===== src/hdl/rmsacc_pkg.sv =====
// Package for the RMS accumulator: sizes, controller states and the
// command/status structs between controller and datapath. No dependencies.
package rmsacc_pkg;

  // Sample and count sizes
  localparam int unsigned SAMPLE_BITS = 16;
  localparam int unsigned COUNT_BITS  = 24;
  localparam int unsigned SQ_BITS     = 2 * SAMPLE_BITS;

  // Sum of squares and result sizes
  localparam int unsigned SUM_BITS    = 56;
  localparam int unsigned FRAC_BITS   = 16;  // mean is scaled by 2^16
  localparam int unsigned Q_BITS      = 48;  // quotient width that still has a 24-bit root
  localparam int unsigned RMS_BITS    = 24;
  localparam int unsigned REM_BITS    = SUM_BITS + FRAC_BITS - Q_BITS;

  // Iteration counts of the shared divide and root loops
  localparam int unsigned DIV_STEPS   = Q_BITS;
  localparam int unsigned SQRT_STEPS  = Q_BITS / 2;
  localparam int unsigned STEP_BITS   = $clog2(DIV_STEPS);

  typedef enum logic [2:0] {
    ST_ACC,
    ST_CHECK,
    ST_DIV,
    ST_SQRT,
    ST_FINISH
  } ctrl_state_e;

  // Controller to datapath
  typedef struct packed {
    logic capture;     // register the square of an input sample
    logic accumulate;  // add the registered square, count the sample
    logic start;       // close the run: load divider, clear accumulator
    logic latch_big;   // record the quotient range check
    logic div_step;    // one restoring divide step
    logic sqrt_step;   // one square root step
    logic load_out;    // load the result register
  } ctrl_cmd_t;

  // Datapath to controller
  typedef struct packed {
    logic too_big;     // quotient reaches 2^48, root saturates
  } dp_sts_t;

endpackage


===== src/hdl/rms_accumulator_unit.sv =====
// Streaming RMS of unsigned samples, unsigned Q16.8 result.
// Top level: joins rmsacc_ctrl and rmsacc_dp; uses rmsacc_pkg.
//
// Input channel: in_valid_i / in_stall_o with sample_i and last_i. Ordinary
// samples are taken one per cycle; each is squared in the transfer cycle and
// added to a 56-bit saturating sum in the following cycle, with a saturating count.
// A sample with last_i set closes the run: the sum is scaled by 2^16, divided
// by the count one quotient bit per cycle and the square root is taken two
// radicand bits per cycle, both in one shared register
// set. The divide and root loops set the latency.
// Output channel: out_valid_o / out_stall_i with rms_o and overflow_o, one
// result per run. The result is loaded in ST_FINISH after ST_CHECK, ST_DIV and
// ST_SQRT (the two loops are skipped when the quotient saturates); in_stall_o
// stays high from the transfer of the last sample until the result is loaded.
// A run that ends while the previous result is still stalled waits in place;
// other samples keep flowing while a result waits for its transfer.
// overflow_o flags a run in which the count or the sum saturated; rms_o
// saturates at all ones if the root does not fit in 24 bits.
// Reset (rst_ni low, asynchronous) clears the sum, count, flag and both
// valid signals.
module rms_accumulator_unit (
  input  logic                               clk_i,
  input  logic                               rst_ni,
  input  logic                               in_valid_i,
  output logic                               in_stall_o,
  input  logic [rmsacc_pkg::SAMPLE_BITS-1:0] sample_i,
  input  logic                               last_i,
  output logic                               out_valid_o,
  input  logic                               out_stall_i,
  output logic [rmsacc_pkg::RMS_BITS-1:0]    rms_o,
  output logic                               overflow_o
);
  import rmsacc_pkg::*;

  ctrl_cmd_t cmd;
  dp_sts_t   sts;

  rmsacc_ctrl u_ctrl (
    .clk_i       (clk_i),
    .rst_ni      (rst_ni),
    .in_valid_i  (in_valid_i),
    .in_stall_o  (in_stall_o),
    .last_i      (last_i),
    .out_valid_o (out_valid_o),
    .out_stall_i (out_stall_i),
    .cmd_o       (cmd),
    .sts_i       (sts)
  );

  rmsacc_dp u_dp (
    .clk_i      (clk_i),
    .rst_ni     (rst_ni),
    .sample_i   (sample_i),
    .cmd_i      (cmd),
    .sts_o      (sts),
    .rms_o      (rms_o),
    .overflow_o (overflow_o)
  );

endmodule


===== src/hdl/rmsacc_dp.sv =====
// Datapath of the RMS accumulator: squarer, saturating accumulator, bit-serial
// divider, bit-serial square root and result register. Uses rmsacc_pkg.
module rmsacc_dp (
  input  logic                             clk_i,
  input  logic                             rst_ni,
  input  logic [rmsacc_pkg::SAMPLE_BITS-1:0] sample_i,
  input  rmsacc_pkg::ctrl_cmd_t            cmd_i,
  output rmsacc_pkg::dp_sts_t              sts_o,
  output logic [rmsacc_pkg::RMS_BITS-1:0]  rms_o,
  output logic                             overflow_o
);
  import rmsacc_pkg::*;

  logic [SQ_BITS-1:0]    sq_q;
  logic [SUM_BITS-1:0]   sum_q, sum_d;
  logic [COUNT_BITS-1:0] cnt_q, cnt_d;
  logic                  sat_q, sat_d;
  logic [SUM_BITS:0]     sum_add;

  logic [REM_BITS-1:0]   rem_q;
  logic [REM_BITS-1:0]   dvs_q;
  logic [Q_BITS-1:0]     num_q;
  logic [Q_BITS-1:0]     root_q;
  logic [Q_BITS-1:0]     bit_q;
  logic                  ovf_q;
  logic                  big_q;
  logic [RMS_BITS-1:0]   rms_q;
  logic                  ovf_out_q;

  logic [REM_BITS:0]     div_t;
  logic                  div_ge;
  logic [REM_BITS:0]     div_diff;
  logic [Q_BITS-1:0]     sqrt_t;
  logic                  sqrt_ge;

  // Squarer, one multiply per transfer
  always_ff @(posedge clk_i) begin
    if (cmd_i.capture) begin
      sq_q <= sample_i * sample_i;
    end
  end

  // Saturating sum and count for the current run
  always_comb begin
    sum_add = {1'b0, sum_q} + (SUM_BITS + 1)'(sq_q);
    sum_d   = sum_q;
    cnt_d   = cnt_q;
    sat_d   = sat_q;
    if (sum_add[SUM_BITS]) begin
      sum_d = '1;
      sat_d = 1'b1;
    end else begin
      sum_d = sum_add[SUM_BITS-1:0];
    end
    if (cnt_q == '1) begin
      sat_d = 1'b1;
    end else begin
      cnt_d = cnt_q + COUNT_BITS'(1);
    end
  end

  always_ff @(posedge clk_i or negedge rst_ni) begin
    if (!rst_ni) begin
      sum_q <= '0;
      cnt_q <= '0;
      sat_q <= 1'b0;
    end else if (cmd_i.accumulate) begin
      if (cmd_i.start) begin
        sum_q <= '0;
        cnt_q <= '0;
        sat_q <= 1'b0;
      end else begin
        sum_q <= sum_d;
        cnt_q <= cnt_d;
        sat_q <= sat_d;
      end
    end
  end

  // Divide step: shift one numerator bit into the partial remainder
  always_comb begin
    div_t    = {rem_q, num_q[Q_BITS-1]};
    div_ge   = div_t >= {1'b0, dvs_q};
    div_diff = div_t - {1'b0, dvs_q};
  end

  // Root step, same recurrence as the bit-pair method
  always_comb begin
    sqrt_t  = root_q + bit_q;
    sqrt_ge = num_q >= sqrt_t;
  end

  // The numerator register becomes the quotient, then the root radicand
  always_ff @(posedge clk_i) begin
    if (cmd_i.start) begin
      rem_q  <= sum_d[SUM_BITS-1 -: REM_BITS];
      num_q  <= {sum_d[SUM_BITS-REM_BITS-1:0], {FRAC_BITS{1'b0}}};
      dvs_q  <= REM_BITS'(cnt_d);
      ovf_q  <= sat_d;
      root_q <= '0;
      bit_q  <= Q_BITS'(1) << (Q_BITS - 2);
    end else if (cmd_i.div_step) begin
      rem_q <= div_ge ? div_diff[REM_BITS-1:0] : div_t[REM_BITS-1:0];
      num_q <= {num_q[Q_BITS-2:0], div_ge};
    end else if (cmd_i.sqrt_step) begin
      if (sqrt_ge) begin
        num_q  <= num_q - sqrt_t;
        root_q <= (root_q >> 1) + bit_q;
      end else begin
        root_q <= root_q >> 1;
      end
      bit_q <= bit_q >> 2;
    end
  end

  // Range check: quotient >= 2^48 exactly when the top sum bits reach the count
  assign sts_o.too_big = rem_q >= dvs_q;

  always_ff @(posedge clk_i) begin
    if (cmd_i.latch_big) begin
      big_q <= sts_o.too_big;
    end
  end

  // Result register
  always_ff @(posedge clk_i) begin
    if (cmd_i.load_out) begin
      rms_q     <= big_q ? '1 : root_q[RMS_BITS-1:0];
      ovf_out_q <= ovf_q;
    end
  end

  assign rms_o      = rms_q;
  assign overflow_o = ovf_out_q;

endmodule


===== src/hdl/rmsacc_ctrl.sv =====
// Controller of the RMS accumulator: handshakes, sample pipeline flag and the
// sequence of divide and root steps. Uses rmsacc_pkg.
module rmsacc_ctrl (
  input  logic                  clk_i,
  input  logic                  rst_ni,
  input  logic                  in_valid_i,
  output logic                  in_stall_o,
  input  logic                  last_i,
  output logic                  out_valid_o,
  input  logic                  out_stall_i,
  output rmsacc_pkg::ctrl_cmd_t cmd_o,
  input  rmsacc_pkg::dp_sts_t   sts_i
);
  import rmsacc_pkg::*;

  ctrl_state_e          state_q, state_d;
  logic [STEP_BITS-1:0] step_q, step_d;
  logic                 pipe_vld_q, pipe_vld_d;
  logic                 pipe_last_q, pipe_last_d;
  logic                 out_vld_q, out_vld_d;
  logic                 in_xfer;

  always_ff @(posedge clk_i or negedge rst_ni) begin
    if (!rst_ni) begin
      state_q     <= ST_ACC;
      step_q      <= '0;
      pipe_vld_q  <= 1'b0;
      pipe_last_q <= 1'b0;
      out_vld_q   <= 1'b0;
    end else begin
      state_q     <= state_d;
      step_q      <= step_d;
      pipe_vld_q  <= pipe_vld_d;
      pipe_last_q <= pipe_last_d;
      out_vld_q   <= out_vld_d;
    end
  end

  // Hold input off while a run is being closed
  assign in_stall_o  = (state_q != ST_ACC) || (pipe_vld_q && pipe_last_q);
  assign in_xfer     = in_valid_i && !in_stall_o;
  assign out_valid_o = out_vld_q;

  // Next state and commands
  always_comb begin
    state_d     = state_q;
    step_d      = step_q;
    cmd_o       = '0;
    pipe_vld_d  = in_xfer;
    pipe_last_d = in_xfer ? last_i : pipe_last_q;
    out_vld_d   = (out_vld_q && !out_stall_i) ? 1'b0 : out_vld_q;

    cmd_o.capture = in_xfer;

    case (state_q)
      ST_ACC: begin
        if (pipe_vld_q) begin
          cmd_o.accumulate = 1'b1;
          if (pipe_last_q) begin
            cmd_o.start = 1'b1;
            state_d     = ST_CHECK;
          end
        end
      end
      ST_CHECK: begin
        cmd_o.latch_big = 1'b1;
        step_d          = '0;
        state_d         = sts_i.too_big ? ST_FINISH : ST_DIV;
      end
      ST_DIV: begin
        cmd_o.div_step = 1'b1;
        if (step_q == STEP_BITS'(DIV_STEPS - 1)) begin
          step_d  = '0;
          state_d = ST_SQRT;
        end else begin
          step_d = step_q + STEP_BITS'(1);
        end
      end
      ST_SQRT: begin
        cmd_o.sqrt_step = 1'b1;
        if (step_q == STEP_BITS'(SQRT_STEPS - 1)) begin
          step_d  = '0;
          state_d = ST_FINISH;
        end else begin
          step_d = step_q + STEP_BITS'(1);
        end
      end
      ST_FINISH: begin
        // wait until the result register is free
        if (!(out_vld_q && out_stall_i)) begin
          cmd_o.load_out = 1'b1;
          out_vld_d      = 1'b1;
          state_d        = ST_ACC;
        end
      end
      default: begin
        state_d = ST_ACC;
      end
    endcase
  end

endmodule


===== config.mk =====
export PLATFORM = sky130hd
export DESIGN_NAME = rms_accumulator_unit
export DESIGN_NICKNAME = d
export VERILOG_FILES = /design/src/hdl/rmsacc_pkg.sv /design/src/hdl/rms_accumulator_unit.sv /design/src/hdl/rmsacc_dp.sv /design/src/hdl/rmsacc_ctrl.sv
export SDC_FILE = /design/constraint.sdc
export NUM_CORES = 1
export LEC_CHECK = 0
export ABC_CLOCK_PERIOD_IN_PS = 7400
export BUFFER_PORTS_ARGS = -buffer_cell sky130_fd_sc_hd__buf_2
export CELL_PAD_IN_SITES_DETAIL_PLACEMENT = 0
export CELL_PAD_IN_SITES_GLOBAL_PLACEMENT = 1
export CORE_MARGIN = 1
export CORE_UTILIZATION = 45
export CTS_BUF_LIST = sky130_fd_sc_hd__clkbuf_16
export CTS_CLUSTER_SIZE = 30
export DETAILED_ROUTE_END_ITERATION = 10
export PLACE_DENSITY_LB_ADDON = 0.1
export SLEW_MARGIN = 0
export SYNTH_ARGS = -nofsm -noshare
export SYNTH_HDL_FRONTEND = slang
export SYNTH_SLANG_ARGS = --single-unit
export TNS_END_PERCENT = 30

===== constraint.sdc =====
create_clock -name clk_i -period 7.4 [get_ports clk_i]
set_input_delay 1.48 -clock clk_i [delete_from_list [all_inputs] [get_ports clk_i]]
set_output_delay 1.48 -clock clk_i [all_outputs]
set_load 0.01 [all_outputs]

## Word-level counts from Yosys, hierarchy flattened

Cells that the tools add are included.

| cells by class | value |
|---|---|
| order comparisons | 3 |
| bitwise gates (word level) | 1 |
| add/sub/neg operators | 7 |
| multipliers | 1 |
| multiplexer cells | 36 |
| reductions and logical operators | 19 |
| equal/unequal tests | 12 |

Operator list:

| kind | number |
|---|---|
| $mux 48 | 5 |
| $mux 24 | 5 |
| $mux 56 | 2 |
| $add 56x32->57 | 1 |
| $add 47x47->48 | 1 |
| $add 48x47->48 | 1 |
| $ge 48x48->1 | 1 |
| $sub 48x48->48 | 1 |
| $mul 16x16->32 | 1 |
| $ge 25x24->1 | 1 |
| $add 24x1->24 const B | 1 |
| $eq 24x24->1 const B | 1 |
| $ge 24x24->1 | 1 |
| $sub 24x24->24 | 1 |
| $mux 3 | 6 |
| $pmux 6 s3 | 1 |
| $pmux 3 s5 | 1 |
| $mux 1 | 12 |
| $mux 6 | 2 |
| $reduce_bool 3->1 | 4 |
| $ne 2x1->1 const B | 4 |
| $add 6x1->6 const B | 1 |
| $eq 3x2->1 const B | 2 |
| $eq 6x5->1 const B | 1 |
| other kinds (13) | 22 |

| word-level totals | value |
|---|---|
| bits in registers | 320 |
| bits of input ports | 21 |
| word-level logic and storage cells | 98 |
| output and inout bits | 27 |

## Logic depth before layout (Yosys ltp)

Gate-level depths: netlist of run 1.

| logic depth | value |
|---|---|
| depth in word-level cells | 6 |
| gate-level depth with buffers | 26 |
| depth with buffers taken out | 25 |

## By module

A second synthesis of run 1 with hierarchy kept.

| unflattened totals | value |
|---|---|
| cell total of the unflattened synthesis | 3,648 |
| area, all modules | 31,313.8 µm² |

By module, submodules not included:

| module | sequential area each (µm²) | area an instance (µm²) | times used | cells each |
|---|---|---|---|---|
| rmsacc_dp | 7,932.6 | 30,620.6 | 1 | 3,577 |
| rmsacc_ctrl | 300.3 | 693.2 | 1 | 71 |

## Worst setup path after synthesis of run 1

No wires, ideal clock.

| timing | value |
|---|---|
| path type | input port to flip-flop |
| start point | input sample_i[1] (netlist bit) |
| end point | register u_dp.sq_q[29] (data pin) |
| path slack | -0.454 ns |
| cell stages on the path | 22 |
| setup time | 0.268 ns |
| data arrival time | 7.587 ns |
| buffers on the path | 2 |
| data required time | 7.132 ns |
| path through | clkbuf_1 clkbuf_1 nand2_1 fa_1 inv_1 fa_1 fa_1 fa_1 fa_1 inv_1 fa_1 inv_1 ha_1 a21o_1 or3_1 o22ai_1 o21a_1 a31oi_1 a41o_1 or4_1 o311ai_0 xnor2_1 |

| on the way | value |
|---|---|
| longest elaborated chain between the ends | 1 |

Ends and longest elaborated chain:

| what | line | text |
|---|---|---|
| start, declared | rms_accumulator_unit.sv:26 | `input logic [rmsacc_pkg::SAMPLE_BITS-1:0] sample_i,` |
| $mul 16x16->32 | rmsacc_dp.sv:39 | `sq_q <= sample_i * sample_i;` |
| end signal, assigned | rmsacc_dp.sv:39 |  |
| end, declared | rmsacc_dp.sv:14 | `logic [SQ_BITS-1:0] sq_q;` |

No other way between the ends.
A chain may end at the register's enable or synchronous reset.

## Final worst setup path of run 1

| timing | value |
|---|---|
| start point | input sample_i[6] (netlist bit) |
| end point | register u_dp.sq_q[29] (data pin) |

The elaborated chain is that of the path after synthesis.

==> impl_metrics.tcl, run 1 <==
set metrics [dict create \
    status "complete, no violations" \
    clk_pin_slew_ns 0.06 \
    postPlaceCellArea_mm2 0.0318 \
    clock-sinks 319 \
    area_growth_pct 9.27 \
    fmax_ghz 0.141 \
    timing.setup.tns_ns 0 \
    cts_tree "done" \
    maxSlewHeadroom_pct 23.7 \
    insertion_delay_ns 0.57 \
    grt_max_degree 82 \
    synthArstFlopShare_pct 29.2 \
    cts.repair.resized 0 \
    layout.nets 3988 \
    ant_nets 0 \
    tightest_slew_ns 1.14 \
    grt_pass1_vias 25009 \
    routed_via_density 5.66 \
    crit_required_ns 7.69 \
    hold_ws_ns 0.458 \
    root_buffer "clkbuf_16" \
    track_usage_pct 23.8 \
    fillers 6360 \
    dp_hpwl_mm 62.6 \
    finalCritPeriodShare_pct 95.7 \
    slew_viol_final 0 \
    critPathArrivalTime_ns 7.37 \
    synth-seq-cells 319 \
    final_area_mm2 0.0331 \
    ys_seq_area_share_pct 27.2 \
    fin_skew_ns 0.0366 \
    numCtsBuffers 40 \
    cp_common_cell "fa_1" \
    path_cells "buf_2 > buf_4 > nand2_1 > fa_1 > inv_1 > fa_1 > fa_1 > fa_1 > fa_1 > inv_1 > fa_1 > inv_1 > ha_4 > a21o_1 > or3_1 > o22ai_2 > o21a_1 > a31oi_1 > a41o_1 > or4_1 > o311ai_1 > xnor2_1" \
    vias 25010 \
    antennaDiodeCount 0 \
    cts_hold_buf 0 \
    drive_above_1_share_pct 8.05 \
    wl_mm 81.5 \
    cp-end-kind "register" \
    setup_violations 0 \
    multi_input_area_mm2 0.0203 \
    path_max_fanout 16 \
    die_x_um 261 \
    dr.pass1.iters 5 \
    pin_count 48 \
    syn_area_mm2 0.0303 \
    drv_cap 0 \
    crit_path_top_delay_cell "fa_1" \
    syn_nets 3955 \
    syn_avg_cell_area_um2 8.69 \
    synth_edf_count 138 \
    synth_cell_type_count 84 \
    antenna_found_initial 0 \
    drc 0 \
    io_buffers 47 \
    hold_violations 0 \
    wl_per_cell_um 18.5 \
    htreeDepth 2 \
    postCtsSetupBuffers 0 \
    seq_area_mm2 0.00823 \
    initial_core_util_pct 45.7 \
    grt_pass1_wl_mm 132 \
    core_mm2 0.0662 \
    min_path_type "register to register" \
    worstSetupPathType "primary input to register" \
    fp-row-count 94 \
    rsz0062_at_grt "no" \
    drtIter0Drc 1648 \
    yosysWarnings 0 \
    post-route-min-period_ns 7.08 \
    place_congestion 0.894 \
    overflow 0 \
    die-area_mm2 0.0684 \
    synthCells 3487 \
    critPathMaxStageDelay_ns 0.60 \
    ys.flop_type "edfxtp_1" \
    worstSetupStartpointType "primary input" \
    fp.dieH_um 261 \
    clock_path_buffers 3 \
]
## stage by stage
| step | instances | worst slack, ns | utilization, % |
|---|---|---|---|
| floorplan | 3487 | 0.0428 | - |
| global placement | 4342 | -0.164 | 48.1 |
| detailed placement | 4342 | -0.276 | 48.1 |
| CTS | 4415 | 0.306 | 50.0 |
| global route | 4415 | 0.0184 | 50.0 |
| finish | 4415 | 0.318 | 50.0 |
## routing by layer
metal,global-route usage [%],routed length [µm],vias up
met5,0,0,-
met4,5.73,1560,0
met1,31.8,38100,12132
li1,-,-,12327
met2,41.4,39200,448
met3,2.32,2560,103
## cell usage after synthesis, drive strengths merged, types with 27 or more instances
cell	count	area [µm²]
nand2	364	1370
inv	322	1210
a21oi	290	1460
ha	281	3520
nor2	230	863
o21ai	181	906
fa	166	3320
xnor2	143	1250
clkbuf	140	527
edfxtp	138	4140
a21o	103	773
xor2	99	867
dfrtp	93	2330
dfxtp	88	1760
nand3	80	400
and2	73	457
a31oi	63	394
nand4	47	294
a211oi	46	350
nor3	43	220
o21bai	40	300
o21a	38	285
or2	32	200
nand2b	31	194
o211ai	31	233
nor2b	29	181
o31ai	29	231
and3	27	169
## cell type report
class / count / share of cell area (%)
well taps: 864 / 3.27
inverters: 322 / 3.66
flip-flops and latches: 319 / 24.9
repair buffers: 146 / 3.00
clock inverters: 32 / 0.677
multi-input cells: 2691 / 61.4
clock buffers: 41 / 3.10
## flip-flops by register name, indices dropped and copies added, names as in the netlist
name                flops
u_ctrl.pipe_last_q      1
u_dp.overflow_o         1
u_dp.sq_q              31
u_ctrl.state_q          3
u_dp.big_q              1
u_dp.sat_q              1
u_dp.cnt_q             24
u_dp.num_q             48
u_dp.rem_q             24
u_dp.rms_o             24
u_ctrl.out_valid_o      1
u_ctrl.step_q           6
u_ctrl.pipe_vld_q       1
u_dp.ovf_q              1
u_dp.dvs_q             24
u_dp.bit_q             24
u_dp.sum_q             56
u_dp.root_q            48
## cells by family (layout without fill, tap and decap cells)
kind of cell,Yosys count,in the layout,synth area share (%)
buffers and inverters,477,541,5.98
AND/OR/NAND/NOR,996,996,15.4
AO/OA/AOI/OAI,973,973,20.7
flip-flops,319,319,27.2
adder cells (fa/ha/maj),447,447,22.6
XOR/XNOR,242,242,7.00
multiplexers,33,33,1.14
## path summary, 6_finish.rpt
kind | startpoint | endpoint | slack (ns) | cells past startpoint
min | u_dp.ovf_q | u_dp.overflow_o | 0.46 | 0
max | sample_i[6] | u_dp.sq_q[29] | 0.32 | 22
min reg2reg | u_dp.ovf_q | u_dp.overflow_o | 0.46 | 0
max in group asynchronous | rst_ni | u_dp.sum_q[6] | 5.19 | 2
max reg2reg | u_dp.bit_q[0] | u_dp.num_q[1] | 0.55 | 23
min in group asynchronous | rst_ni | u_dp.cnt_q[21] | 0.87 | 1
## critical path: cells and delay by family
| family | cells | cell delay [ns] |
|---|---|---|
| AND/OR/NAND/NOR | 3 | 0.89 |
| AO/OA/AOI/OAI | 6 | 0.97 |
| adder cells (fa/ha/maj) | 7 | 3.41 |
| buffers and inverters | 5 | 0.50 |
| XOR/XNOR | 1 | 0.11 |
## cells in the final DEF (no fill, tap or decap), drive strengths merged, types with 10 or more instances in the layout
cell,Yosys,layout
a31oi,63,63
and3,27,27
nand2,364,364
edfxtp,138,138
a22oi,13,13
o21ai,181,181
nor2,230,230
o211ai,31,31
fa,166,166
xor2,99,99
a211o,10,10
and2,73,73
mux2i,24,24
nand3,80,80
o21a,38,38
a21o,103,103
dfrtp,93,93
nor2b,29,29
inv,322,332
o21bai,40,40
a31o,14,14
a21oi,290,290
a311oi,10,10
buf,15,146
or2,32,32
o31ai,29,29
clkinv,0,19
a22o,22,22
ha,281,281
nor3,43,43
nand4,47,47
clkbuf,140,41
dfxtp,88,88
o22ai,11,11
nand2b,31,31
a211oi,46,46
xnor2,143,143
and4,10,10
Power of run 1 is not shown: default switching activity piles up to over one toggle a cycle in this logic, so the estimate is an artifact.
==> inputs of run 2 (changes only) <==
--- a/config.mk
+++ b/config.mk
@@ -14,6 +14,7 @@
 export CTS_BUF_LIST = sky130_fd_sc_hd__clkbuf_16
 export CTS_CLUSTER_SIZE = 30
 export DETAILED_ROUTE_END_ITERATION = 10
+export MAX_ROUTING_LAYER = met4
 export PLACE_DENSITY_LB_ADDON = 0.1
 export SLEW_MARGIN = 0
 export SYNTH_ARGS = -nofsm -noshare
==> impl_metrics.tcl, run 2 (same netlist as run 1, synthesis figures left out) <==
set metrics [dict create \
    status "complete, no violations" \
    final_common_cell "nand2_1" \
    cp-end-kind "register" \
    fmax_ghz 0.142 \
    leakagePower_nw 15.0 \
    path_cells "buf_2 > and2_1 > inv_1 > fa_1 > inv_1 > fa_1 > inv_1 > fa_1 > inv_1 > fa_1 > fa_1 > inv_1 > fa_1 > inv_1 > ha_1 > a21o_1 > or3_1 > o22ai_2 > o21a_1 > a31oi_1 > a41o_1 > or4_1 > o311ai_1 > xnor2_1" \
    drtIter0Drc 1514 \
    critPathArrivalTime_ns 7.35 \
    area_growth_pct 9.36 \
    critPathTopFamily "adder cells" \
    final_cell_count_no_fill 4412 \
    worst-path-buf-inv 7 \
    routed_via_density 5.68 \
    pin_count 48 \
    worstSetupPathType "primary input to register" \
    drv_cap 0 \
    antennaDiodeCount 0 \
    power_density_mw_per_mm2 555 \
    layout.nets 3984 \
    dp_slack_ns -0.279 \
    drc 0 \
    postPlaceCellArea_mm2 0.0318 \
    dp_hpwl_mm 62.7 \
    slew_viol_final 0 \
    multi_input_area_mm2 0.0203 \
    ir_drop_v 0.000616 \
    cts.repair.resized 0 \
    post-route-min-period_ns 7.06 \
    crit_required_ns 7.69 \
    fp-row-count 94 \
    core_mm2 0.0662 \
    setup_violations 0 \
    maxSlewHeadroom_pct 22.7 \
    place_inst 4337 \
    ant_nets 0 \
    htreeDepth 2 \
    crit_path_top_delay_cell "fa_1" \
    postCtsSetupBuffers 0 \
    wl_mm 81.6 \
    rsz0062_at_grt "no" \
    numCtsBuffers 41 \
    regMostFlops "u_dp.sum_q" \
    mostFrequentLayoutCells "360 x nand2_1, 329 x inv_1, 286 x a21oi_1" \
    rrSetupSlack_ns 0.51 \
    die-area_mm2 0.0684 \
    die_x_um 261 \
    tightest_slew_ns 1.16 \
    fin_ws_ns 0.338 \
    fp.dieH_um 261 \
    grt_pass1_wl_mm 132 \
    final_util_pct 50.0 \
    io_buffers 47 \
    clk_pin_slew_ns 0.06 \
    root_buffer "clkbuf_16" \
    insertion_delay_ns 0.57 \
    timing.setup.tns_ns 0 \
    reg_top3 "u_dp.sum_q: 56 flops, u_dp.num_q: 48 flops, u_dp.root_q: 48 flops" \
    overflow 0 \
    fillers 6298 \
    vias 25056 \
    path_max_fanout 3 \
    track_usage_pct 24.7 \
    cts_hold_buf 0 \
    finalCritPeriodShare_pct 95.4 \
    critPathMaxStageDelay_ns 0.54 \
    hold_ws_ns 0.464 \
    fin_skew_ns 0.0314 \
    clock-sinks 319 \
    grt_pass1_vias 25086 \
    drive_above_1_share_pct 7.92 \
    final_area_mm2 0.0331 \
    place_congestion 0.913 \
    hold_violations 0 \
    seq_area_mm2 0.00823 \
    dr.pass1.iters 6 \
    min_path_type "register to register" \
    cts_tree "done" \
    initial_core_util_pct 45.7 \
    antenna_found_initial 0 \
    grt_max_degree 90 \
    clock_path_buffers 3 \
    power.total_mw 18.4 \
    wl_per_cell_um 18.5 \
    largest_register_ffs 56 \
    worstSetupStartpointType "primary input" \
]
-- run 2: cell type report --
class / instances / share of cell area (%)
Inverter: 322 / 3.66
Sequential cell: 319 / 24.9
Multi-Input combinational cell: 2691 / 61.4
Timing Repair Buffer: 141 / 2.92
Clock buffer: 41 / 3.10
Clock inverter: 34 / 0.854
Tap cell: 864 / 3.26
-- run 2: worst paths after layout --
kind | from | end | depth (start not counted)
worst max register to register | u_dp.bit_q[0] | u_dp.num_q[1] | 23
worst max-delay path | sample_i[8] | u_dp.sq_q[29] | 24
worst min register to register | u_dp.ovf_q | u_dp.overflow_o | 0
min in group asynchronous | rst_ni | u_dp.cnt_q[21] | 1
max in group asynchronous | rst_ni | u_dp.sum_q[17] | 2
worst min-delay path | u_dp.ovf_q | u_dp.overflow_o | 0
-- run 2: power breakdown --
group          switching, mW  internal (mW)  leakage (nW)  total [mW]
Combinational           7.37           5.46          11.0        12.8
Sequential             0.612           2.95          3.26        3.56
Clock                  0.808           1.18         0.675        1.99
Total                   8.79           9.59          15.0        18.4
-- run 2: routing by layer --
layer | part of all wire (%) | vias up | track usage (%)
met2 | 48 | 451 | 41.3
met1 | 47 | 12191 | 32.2
met5 | 0 | - | -
li1 | - | 12307 | -
met3 | 3.4 | 107 | 2.31
met4 | 1.9 | 0 | 5.75
No activity file was read; power rests on OpenSTA's default activity.
==> inputs of run 3 (changes only) <==
--- a/config.mk
+++ b/config.mk
@@ -9,6 +9,7 @@
 export BUFFER_PORTS_ARGS = -buffer_cell sky130_fd_sc_hd__buf_2
 export CELL_PAD_IN_SITES_DETAIL_PLACEMENT = 0
 export CELL_PAD_IN_SITES_GLOBAL_PLACEMENT = 1
+export CORE_ASPECT_RATIO = 0.75
 export CORE_MARGIN = 1
 export CORE_UTILIZATION = 45
 export CTS_BUF_LIST = sky130_fd_sc_hd__clkbuf_16
==> impl_metrics.tcl, run 3 (same netlist as run 1, synthesis figures left out) <==
set metrics [dict create \
    worstSetupPathType "primary input to register" \
    place_congestion 0.917 \
    root_buffer "clkbuf_16" \
    wl_per_cell_um 18.4 \
    cp-end-kind "register" \
    drv_cap 0 \
    fin_skew_ns 0.0359 \
    die_x_um 302 \
    fin_ws_ns 0.410 \
    fp.dieH_um 227 \
    dp_slack_ns -0.243 \
    crit_required_ns 7.72 \
    drc 2 \
    insertion_delay_ns 0.57 \
    fmax_ghz 0.143 \
    fillers 6257 \
    cts.repair.resized 0 \
    vias 25199 \
    antenna_found_initial 0 \
    track_usage_pct 24.6 \
    post-route-min-period_ns 6.99 \
    globalRouteMet3Util_pct 2.78 \
    clk_pin_slew_ns 0.06 \
    critPathMaxStageDelay_ns 0.54 \
    area_growth_pct 9.74 \
    setup_violations 0 \
    worstHoldPathCells 0 \
    final_area_mm2 0.0332 \
    critPathTopFamily "adder cells" \
    slew_viol_final 0 \
    clock_path_buffers 3 \
    status "complete, but fails checks" \
    hold_ws_ns 0.421 \
    critPathArrivalTime_ns 7.31 \
    path_max_fanout 4 \
    die-area_mm2 0.0684 \
    mostFrequentLayoutCells "360 x nand2_1, 324 x inv_1, 286 x a21oi_1" \
    hold_violations 0 \
    reg_top3 "u_dp.sum_q: 56 flops, u_dp.num_q: 48 flops, u_dp.root_q: 48 flops" \
    largest_register_ffs 56 \
    final_common_cell "nand2_1" \
    antennaDiodeCount 0 \
    ant_nets 0 \
    dp_hpwl_mm 62.8 \
    crit_path_top_delay_cell "fa_1" \
    overflow 0 \
    rsz0062_at_grt "no" \
    grt_pass1_wl_mm 132 \
    finalCritPeriodShare_pct 94.5 \
    cts_tree "done" \
    io_buffers 47 \
    globalRouteMet2Util_pct 37.2 \
    cp.depth 24 \
    postPlaceCellArea_mm2 0.0319 \
    tightest_slew_ns 1.12 \
    routed_via_density 5.69 \
    maxSlewHeadroom_pct 25.0 \
    grt_pass1_vias 24686 \
    postCtsSetupBuffers 0 \
    wl_mm 81.3 \
    pin_count 48 \
    dr.pass1.iters 10 \
    r2r_cells 23 \
    layout.nets 3994 \
    grt_max_degree 80 \
    cts_hold_buf 0 \
    htreeDepth 2 \
    violations "design-rule violations" \
    numCtsBuffers 39 \
    fp-row-count 81 \
    core_mm2 0.0659 \
    worst-path-buf-inv 7 \
    drtIter0Drc 1869 \
    initial_core_util_pct 46.0 \
    min_path_type "register to register" \
    busiest_layer "met2" \
    regMostFlops "u_dp.sum_q" \
    drive_above_1_share_pct 8.47 \
    worstSetupStartpointType "primary input" \
    path_cells "buf_2 > and2_1 > inv_1 > fa_1 > inv_1 > fa_1 > inv_1 > fa_1 > inv_1 > fa_1 > fa_1 > inv_1 > fa_1 > inv_1 > ha_1 > a21o_1 > or3_1 > o22ai_2 > o21a_1 > a31oi_1 > a41o_1 > or4_1 > o311ai_1 > xnor2_1" \
    grtUsageMet1_pct 35.4 \
    clock-sinks 319 \
]
run 3: cell types whose count changed in the layout (fill, tap and decap cells not counted), sizes merged:
cell,change
clkbuf,-1
inv,-7
buf,+12
bufinv,+1
clkinvlp,+3
clkinv,-1
run 3: worst reg2reg max path, stage by stage (launching register included):
cell	delay (ns)
dfxtp_1	0.42
ha_1	0.40
a211oi_1	0.09
a211o_1	0.36
nor4_4	0.27
o41ai_2	0.16
o31a_1	0.40
o31a_1	0.36
o31ai_1	0.39
a31oi_1	0.19
o21bai_1	0.18
xnor2_1	0.23
ha_1	0.40
a21o_1	0.20
a21o_1	0.18
a221o_1	0.38
a211o_1	0.31
a21oi_1	0.22
o2bb2ai_1	0.14
a41o_2	0.15
nand2b_1	0.47
buf_4	0.40
o221ai_1	0.18
nor2_1	0.11
run 3: per-layer routing:
metal | share of wire (%) | vias to the layer above
met5 | 0 | -
met4 | 1.4 | 0
met3 | 5.0 | 82
met2 | 43 | 599
met1 | 50 | 12191
li1 | - | 12327
run 3: through the flow:
step                setup TNS [ns]  utilization (%)  cells
CTS                              0             50.5   4426
detailed placement          -0.851             48.4   4356
floorplan                        0                -   3487
global route                     0             50.5   4426
global placement            -0.534             48.4   4356
finish                           0             50.5   4426
run 3: worst paths after layout:
check / slack [ns] / startpoint / to
worst max-delay path: 0.41 / sample_i[8] / u_dp.sq_q[29]
worst min-delay path: 0.42 / u_dp.ovf_q / u_dp.overflow_o
worst max register to register: 0.75 / u_dp.root_q[4] / u_dp.num_q[1]
worst min register to register: 0.42 / u_dp.ovf_q / u_dp.overflow_o
max in group asynchronous: 5.25 / rst_ni / u_ctrl.step_q[3]
min in group asynchronous: 0.92 / rst_ni / u_dp.cnt_q[15]
run 3: layout make-up:
| cell class | count | area (µm²) | share of cell area [%] |
|---|---|---|---|
| clock buffer | 40 | 1000 | 3.01 |
| clock inverter | 30 | 333 | 1.00 |
| inverter | 322 | 1210 | 3.64 |
| multi-input combinational | 2691 | 20300 | 61.2 |
| sequential | 319 | 8230 | 24.8 |
| tap | 871 | 1090 | 3.28 |
| timing repair buffer | 153 | 1050 | 3.15 |
Power of run 3 is left out for the same reason.
